$ cat src/hdl/fabt_pkg.sv
`timescale 1ns / 1ps
// ----------------------------------------------------------------------------
// fabt_pkg
// Shared types and constants for the failed-attempt ban table.
// ----------------------------------------------------------------------------
package fabt_pkg;

  localparam int TABLE_ENTRIES = 32;

  localparam int ADDR_W     = 48;
  localparam int TIME_W     = 32;
  localparam int COUNT_W    = 8;
  localparam int LIMIT_W    = 8;
  localparam int MINUTES_W  = 11;
  localparam int CFG_DATA_W = 11;
  localparam int CFG_IDX_W  = 1;
  localparam int BAN_MS_W   = 27;  // 2047 * 60000 fits in 27 bits

  localparam logic [15:0] MS_PER_MINUTE = 16'd60000;

  localparam logic [COUNT_W-1:0] COUNT_MAX = {COUNT_W{1'b1}};

  // request codes
  localparam logic [1:0] REQ_CHECK = 2'd0;
  localparam logic [1:0] REQ_FAIL  = 2'd1;
  localparam logic [1:0] REQ_CLEAR = 2'd2;

  // register indexes
  localparam logic [CFG_IDX_W-1:0] REG_ABUSE_LIMIT = 1'd0;
  localparam logic [CFG_IDX_W-1:0] REG_BAN_MINUTES = 1'd1;

  typedef struct packed {
    logic [1:0]        req_type;
    logic [ADDR_W-1:0] mac_address;
    logic [TIME_W-1:0] now_ms;
  } fabt_req_t;

  typedef struct packed {
    logic allowed;
    logic dropped;
  } fabt_result_t;

  // request as seen by every cell while its token runs down the chain
  typedef struct packed {
    logic [1:0]         req_type;
    logic [ADDR_W-1:0]  mac_address;
    logic [TIME_W-1:0]  now_ms;
    logic [TIME_W-1:0]  unlock_ms;
    logic [LIMIT_W-1:0] abuse_limit;
    logic               commit;
  } fabt_bcast_t;

  // token handed from cell to cell
  typedef struct packed {
    logic active;
    logic hit;
    logic free_seen;
    logic allowed;
  } fabt_tok_t;

endpackage

$ cat src/hdl/fabt_cell.sv
`timescale 1ns / 1ps
// ----------------------------------------------------------------------------
// fabt_cell
// One table entry. Acts on the request while the token passes and hands the
// token to the next cell in the following cycle.
// ----------------------------------------------------------------------------
module fabt_cell (
  input  logic                 clk,
  input  logic                 rst,
  input  fabt_pkg::fabt_bcast_t bc,
  input  fabt_pkg::fabt_tok_t  tok_in,
  output fabt_pkg::fabt_tok_t  tok_out
);
  import fabt_pkg::*;

  logic                valid;
  logic                pend;
  logic [ADDR_W-1:0]   addr;
  logic [COUNT_W-1:0]  failures;
  logic [TIME_W-1:0]   unlock_ms;

  fabt_tok_t           tok_next;
  logic                match;
  logic                take_free;
  logic                tracking;
  logic                banned;
  logic                expired;
  logic [COUNT_W-1:0]  failures_inc;

  always_comb begin
    tracking     = (bc.abuse_limit != '0);
    match        = tok_in.active && !tok_in.hit && valid && (addr == bc.mac_address);
    take_free    = tok_in.active && !tok_in.free_seen && !valid;
    banned       = (failures >= bc.abuse_limit);
    expired      = (unlock_ms != '0) && (unlock_ms <= bc.now_ms);
    failures_inc = (failures == COUNT_MAX) ? failures : failures + 1'b1;

    tok_next = tok_in;
    if (match) begin
      tok_next.hit = 1'b1;
      if (bc.req_type == REQ_CHECK && tracking && banned && !expired) begin
        tok_next.allowed = 1'b0;
      end
    end
    if (take_free) begin
      tok_next.free_seen = 1'b1;
    end
  end

  always_ff @(posedge clk) begin
    if (rst) begin
      valid   <= 1'b0;
      pend    <= 1'b0;
      tok_out <= '0;
    end else begin
      tok_out <= tok_next;
      if (tok_in.active) begin
        pend <= take_free;
      end
      if (bc.commit && pend) begin
        // first free cell of a failure that found no match
        valid     <= 1'b1;
        addr      <= bc.mac_address;
        failures  <= {{(COUNT_W-1){1'b0}}, 1'b1};
        unlock_ms <= (bc.abuse_limit == {{(LIMIT_W-1){1'b0}}, 1'b1}) ? bc.unlock_ms : '0;
      end else if (match) begin
        case (bc.req_type)
          REQ_CHECK: begin
            if (tracking && banned && expired) begin
              valid <= 1'b0;
            end
          end
          REQ_FAIL: begin
            if (tracking) begin
              failures <= failures_inc;
              if (failures_inc >= bc.abuse_limit) begin
                unlock_ms <= bc.unlock_ms;
              end
            end
          end
          REQ_CLEAR: begin
            valid <= 1'b0;
          end
          default: begin
          end
        endcase
      end
    end
  end

endmodule

$ cat config.mk
export PLATFORM = sky130hd
export DESIGN_NAME = fabt_cell
export DESIGN_NICKNAME = d
export VERILOG_FILES = /design/src/hdl/fabt_pkg.sv /design/src/hdl/fabt_cell.sv
export SDC_FILE = /design/constraint.sdc
export NUM_CORES = 1
export LEC_CHECK = 0
export ABC_CLOCK_PERIOD_IN_PS = 5050
export BUFFER_PORTS_ARGS = -buffer_cell sky130_fd_sc_hd__buf_4
export CAP_MARGIN = 5
export CORE_ASPECT_RATIO = 1.4
export CORE_UTILIZATION = 41
export CTS_CLUSTER_DIAMETER = 150
export DETAILED_ROUTE_END_ITERATION = 10
export GPL_ROUTABILITY_DRIVEN = 0
export GPL_TIMING_DRIVEN = 0
export PLACE_DENSITY_LB_ADDON = 0.08
export SYNTH_ARGS = -nofsm -noshare
export SYNTH_HDL_FRONTEND = slang
export SYNTH_SLANG_ARGS = --single-unit
$ cat constraint.sdc
create_clock -name clk -period 5.05 [get_ports clk]
set_input_delay 0.505 -clock clk [delete_from_list [all_inputs] [get_ports clk]]
set_output_delay 0.505 -clock clk [all_outputs]
set_load 0.05 [all_outputs]
After elaboration in Yosys (flattened, before gate mapping)
Cells that the tools add are included.
W data, S select, Z words.
- output and inout port bits: 4
- register bits after elaboration: 94
- logic and storage cells: 66
- input port bits: 129
- equal/unequal tests: 6
- add/sub/neg operators: 1
- reductions and logical operators: 28
- bitwise operators: 1
- mux-type cells: 18
- magnitude comparators: 3
- operator list (operator ; number):
    $mux W32 ; 6
    $eq A48 B48 Y1 ; 1
    $le A32 B32 Y1 ; 1
    $mux W8 ; 4
    $reduce_bool A32 Y1 ; 1
    $ge A8 B8 Y1 ; 2
    $logic_and A1 B1 Y1 ; 12
    $add A8 B1 Y8 const B ; 1
    $eq A8 B1 Y1 const B ; 1
    $eq A8 B8 Y1 const B ; 1
    $reduce_bool A2 Y1 ; 4
    $reduce_bool A8 Y1 ; 1
    $mux W1 ; 7
    $reduce_and A5 Y1 ; 1
    $logic_not A1 Y1 ; 4
    $reduce_and A4 Y1 ; 1
    $ne A3 B1 Y1 const B ; 1
    $reduce_and A3 Y1 ; 1
    $reduce_bool A3 Y1 ; 1
    $eq A2 B1 Y1 const B ; 1
    $eq A2 B2 Y1 const B ; 1
    $logic_not A2 Y1 ; 1
    $pmux W1 S2 ; 1
    $reduce_and A2 Y1 ; 1
    $not A1 Y1 ; 1

Logic depth before layout (Yosys ltp)
- depth in word-level cells: 8
- depth in mapped cells: 13
- depth with buffers taken out: 12

Worst setup path before layout
OpenSTA, ideal clock, no wires.
- path kind: reg-to-reg
- start point: register failures[0]
- end point: register unlock_ms[0], enable pin
- required time: 4.589 ns
- path buffers: 1
- period minus slack after synthesis: 4.904 ns
- cell stages (with the launch flop): 13
- arrival: 4.443 ns
- path slack: 0.146 ns
- setup time: 0.461 ns
- cells stage by stage: edfxtp_1 -> ha_1 -> and2_1 -> clkbuf_1 -> nand4_1 -> mux2_2 -> ha_1 -> a21o_1 -> a21o_1 -> a211oi_1 -> o21ai_0 -> o311ai_0 -> nor3_1
- word-level cells in the longest chain between the ends: 5
- elaborated cells on any way between the ends: 6
- those cells by class: 1 x add/sub; 1 x order compare; 1 x eq/ne; 1 x mux; 2 x reduce/logical
- ends and longest elaborated chain (what ; line ; source):
    from (decl) ; fabt_cell.sv:19 ; logic [COUNT_W-1:0] failures;
    from (signal assigned) ; fabt_cell.sv:64 ; failures <= {{(COUNT_W-1){1'b0}}, 1'b1};
    from (signal assigned) ; fabt_cell.sv:75 ; failures <= failures_inc;
    $add A8 B1 Y8 / $eq A8 B8 Y1 (equally long branches) ; fabt_cell.sv:36 ; failures_inc = (failures == COUNT_MAX) ? failures : failures + 1'b1;
    $mux W8 * ; fabt_cell.sv:36 ;
    via failures_inc[1] ; fabt_cell.sv:28 ; logic [COUNT_W-1:0] failures_inc;
    $ge A8 B8 Y1 * ; fabt_cell.sv:76 ; if (failures_inc >= bc.abuse_limit) begin
    $reduce_bool A2 Y1 (no line) * ; n/a ;
    $reduce_and A5 Y1 (no line) * ; n/a ;
    to (signal assigned) ; fabt_cell.sv:65 ; unlock_ms <= (bc.abuse_limit == {{(LIMIT_W-1){1'b0}}, 1'b1}) ? bc.unlock_ms : '0;
    to (signal assigned) ; fabt_cell.sv:77 ; unlock_ms <= bc.unlock_ms;
    to (decl) ; fabt_cell.sv:20 ; logic [TIME_W-1:0] unlock_ms;
Mark *: on every way through the listed nets, which the timed path passes. The rest lies on a longest branch.
A chain may end at the register's enable or synchronous reset.

Final worst setup path
- start point: register failures[0]
- end point: register unlock_ms[21], enable pin
Same word-level chain as after synthesis.

==> impl_metrics.py <==
metrics = {
    "timing": {
        "fin_crit_ns": 3.868,
        "min_period_over_period_pct": 76.59,
        "fmaxAchievable_ghz": 0.2585,
        "skew_ns": 0.008318,
        "finalHoldViolCount": 0,
        "relSlewSlack_pct": 36.98,
        "setup_violations": 0,
        "fin_ws_ns": 1.182,
        "slew_violations": 0,
        "tightest_slew_ns": 0.9402,
        "rsz0062_at_grt": "false",
    },
    "worst_hold_path": {
        "whs_endpoint": "addr[42]",
        "hp-start": "bc[115]",
        "holdPathStages": 1,
        "hp-class": "in2reg",
    },
    "yosys": {
        "synth_flop_cell": "edfxtp_1",
        "synth_nets": 603,
        "yosysMostFrequentCell": "edfxtp_1",
        "synth_area_per_cell_um2": 12.05,
        "synthCells": 425,
        "ys_ff_latch": 94,
        "synth_common_cells": "88 x edfxtp_1, 49 x ha_1, 43 x inv_1",
        "synthesis.area_mm2": 0.005120,
        "synth-seq-area-share_pct": 53.96,
        "ys_types": 41,
        "synth_area_leaders": "edfxtp_1 52%, ha_1 12%, xor2_1 4.8%, nor2b_1 4.4%, xnor2_1 4.1%",
        "yosys_warnings": 0,
        "synth_edf_count": 88,
        "netlist.top_cell.by_area": "edfxtp_1",
        "async_reset_ff_share_pct": 0,
        "synth_top_area_share_pct": 51.61,
    },
    "clock_tree": {
        "clock_sinks": 94,
        "cts_inserted_buffers": 9,
        "cts_buffer_depth": 2,
        "root_buffer": "clkbuf_16",
        "cts_tree": "yes",
        "clk_latency_ns": 0.35,
        "cts_resized": 0,
        "clk_pin_slew_ns": 0.07,
        "cts_hold_buf": 0,
        "post_cts_buffers": 0,
        "cts-htree-levels": 3,
    },
    "critical_path": {
        "slowest_stage": "nor3_2",
        "rr_endpoint": "unlock_ms[21]",
        "start_kind": "register",
        "crit_path_max_incr_delay_ns": 0.75,
        "end_kind": "register",
        "worstPathRequired_ns": 5.10,
        "cp_max_fo": 11,
        "reg2reg_from": "failures[0]",
        "rrSetupSlack_ns": 1.18,
        "arrival_ns": 3.92,
        "cp_cell_sequence": "ha_1 > and2_1 > clkbuf_1 > nand4_1 > mux2_2 > ha_1 > a21o_1 > a21o_1 > a211oi_1 > o21ai_0 > o311ai_0 > nor3_2 > buf_6",
        "critPathKind": "reg2reg",
        "reg2reg_depth": 13,
    },
    "global_route": {
        "antenna_found_initial": 0,
        "grt_pass1_vias": 3713,
        "grt_max_degree": 31,
        "grt_util_all_layers_pct": 17.32,
        "grt_pass1_wl_mm": 16.77,
        "grt-ovfl-total": 0,
    },
    "floorplan": {
        "start_util_pct": 42.68,
        "fp.dieW_um": 96.45,
        "dieArea_mm2": 0.01294,
        "row_count": 47,
        "coreArea_mm2": 0.01200,
        "die_h_um": 134.2,
        "ios": 133,
    },
    "drt": {
        "antenna_left": 0,
        "first_pass_iters": 6,
        "drc_errors": 0,
        "drt_iter0_markers": 131,
        "vias": 3609,
        "wl_per_cell_um": 14.95,
        "routed_wl_mm": 10.80,
        "via_per_inst": 4.999,
    },
    "placement": {
        "pre_cts_ws_ns": 1.227,
        "io_buffers": 131,
        "dpl_cell_area_mm2": 0.006346,
        "dp_hpwl_mm": 8.719,
    },
    "final_layout": {
        "nFillCells": 1052,
        "postLayoutCellArea_mm2": 0.006645,
        "synthToLayoutAreaGrowth_pct": 29.79,
        "utilization_pct": 55.39,
        "drive_gt1_share_pct": 27.65,
        "finalNetCount": 748,
        "antenna_cells": 0,
        "final-seq-area_mm2": 0.002763,
        "multiInputGateArea_mm2": 0.002190,
    },
    "power": {
        "peakVddDrop_mv": 0.2455,
        "pwr_density_cell_mw_per_mm2": 265.5,
        "power.leakage_nw": 2.773,
    },
    "run": {
        "maxCapViolations": 0,
    },
    "status": {
        "status": "finished, final reports clean",
    },
}
## how the worst max path moves through the flow
| stage | from | endpoint | slack [ns] | cells past startpoint |
|---|---|---|---|---|
| global placement | failures[0] | unlock_ms[24] | -0.98 | 12 |
| finish | failures[0] | unlock_ms[21] | 1.18 | 13 |
| detailed placement | failures[0] | unlock_ms[24] | 1.23 | 13 |
| global route | failures[0] | unlock_ms[21] | 0.91 | 13 |
| floorplan | failures[0] | unlock_ms[0] | 0.15 | 12 |
| CTS | failures[0] | unlock_ms[21] | 1.18 | 13 |
## kinds of logic after synthesis
logic type / after synthesis / synth area share [%]
compound gates: 49 / 6.085
mux: 2 / 0.4154
flops: 94 / 53.96
xor+xnor: 52 / 8.895
fa+ha+maj: 49 / 11.97
buf+inv: 48 / 3.519
simple gates: 131 / 15.15
## flip-flops by register name, indices dropped and copies added, names as in the netlist
signal / count
failures: 8
unlock_ms: 32
tok_out: 4
addr: 48
pend: 1
valid: 1
## final cells by class
cell class | instances | area share, %
clock inverter | 6 | 1.054
buffer | 5 | 0.2824
tap | 147 | 2.768
clock buffer | 10 | 3.446
multi-input combinational | 283 | 32.95
sequential | 94 | 41.57
inverter | 43 | 2.429
timing repair buffer | 134 | 15.50
## power breakdown
group / total (mW) / internal (mW) / switching [mW]
registers: 0.871 / 0.865 / 0.00593
logic: 0.206 / 0.117 / 0.0890
clock network: 0.687 / 0.389 / 0.299
total: 1.76 / 1.37 / 0.394
## cells in the final DEF (no fill, tap or decap), types with 2 or more instances in the layout
| cell type | Yosys | layout |
|---|---|---|
| nor4_1 | 17 | 17 |
| nand4_1 | 16 | 16 |
| o21ai_0 | 7 | 7 |
| a31oi_1 | 2 | 2 |
| a211oi_1 | 2 | 2 |
| nand3_1 | 9 | 9 |
| edfxtp_1 | 88 | 88 |
| clkbuf_16 | 0 | 9 |
| dfxtp_1 | 6 | 6 |
| nand2b_1 | 3 | 3 |
| nor3_2 | 1 | 2 |
| nand2_1 | 11 | 11 |
| nand4_2 | 2 | 2 |
| and2_1 | 9 | 9 |
| a21o_1 | 7 | 7 |
| buf_4 | 0 | 131 |
| nor2_1 | 14 | 13 |
| clkbuf_1 | 5 | 6 |
| xnor2_1 | 24 | 24 |
| a21oi_1 | 23 | 23 |
| nor2b_1 | 36 | 36 |
| nor3_1 | 4 | 3 |
| inv_1 | 43 | 43 |
| xor2_1 | 28 | 28 |
| or4_1 | 2 | 2 |
| ha_1 | 49 | 49 |
## worst max-delay path, delay by kind of cell (launching register included)
| family | cells | cell delay [ns] |
|---|---|---|
| simple gates | 3 | 1.13 |
| compound gates | 5 | 0.68 |
| fa+ha+maj | 2 | 0.51 |
| flops | 1 | 0.45 |
| buf+inv | 2 | 0.42 |
| mux | 1 | 0.38 |
## stage by stage
stage                     cells  TNS, ns  power (mW)  hold WS, ns
after floorplan             425        0      0.9829       0.4743
after global routing        722        0       1.829       0.3375
after global placement      703   -31.16       1.089       0.5067
after detailed placement    706        0       1.097       0.5059
after CTS                   722        0       1.787       0.3314
final                       722        0       1.764       0.3470
## routing by layer
| metal | up-vias | global-route usage, % | share of wire [%] |
|---|---|---|---|
| li1 | 1834 | - | - |
| met4 | 0 | 7.516 | 2.3 |
| met5 | - | 0 | 0 |
| met1 | 1654 | 18.31 | 39 |
| met3 | 19 | 4.649 | 6.8 |
| met2 | 102 | 31.34 | 52 |
Power figures use the tool's default switching activity.
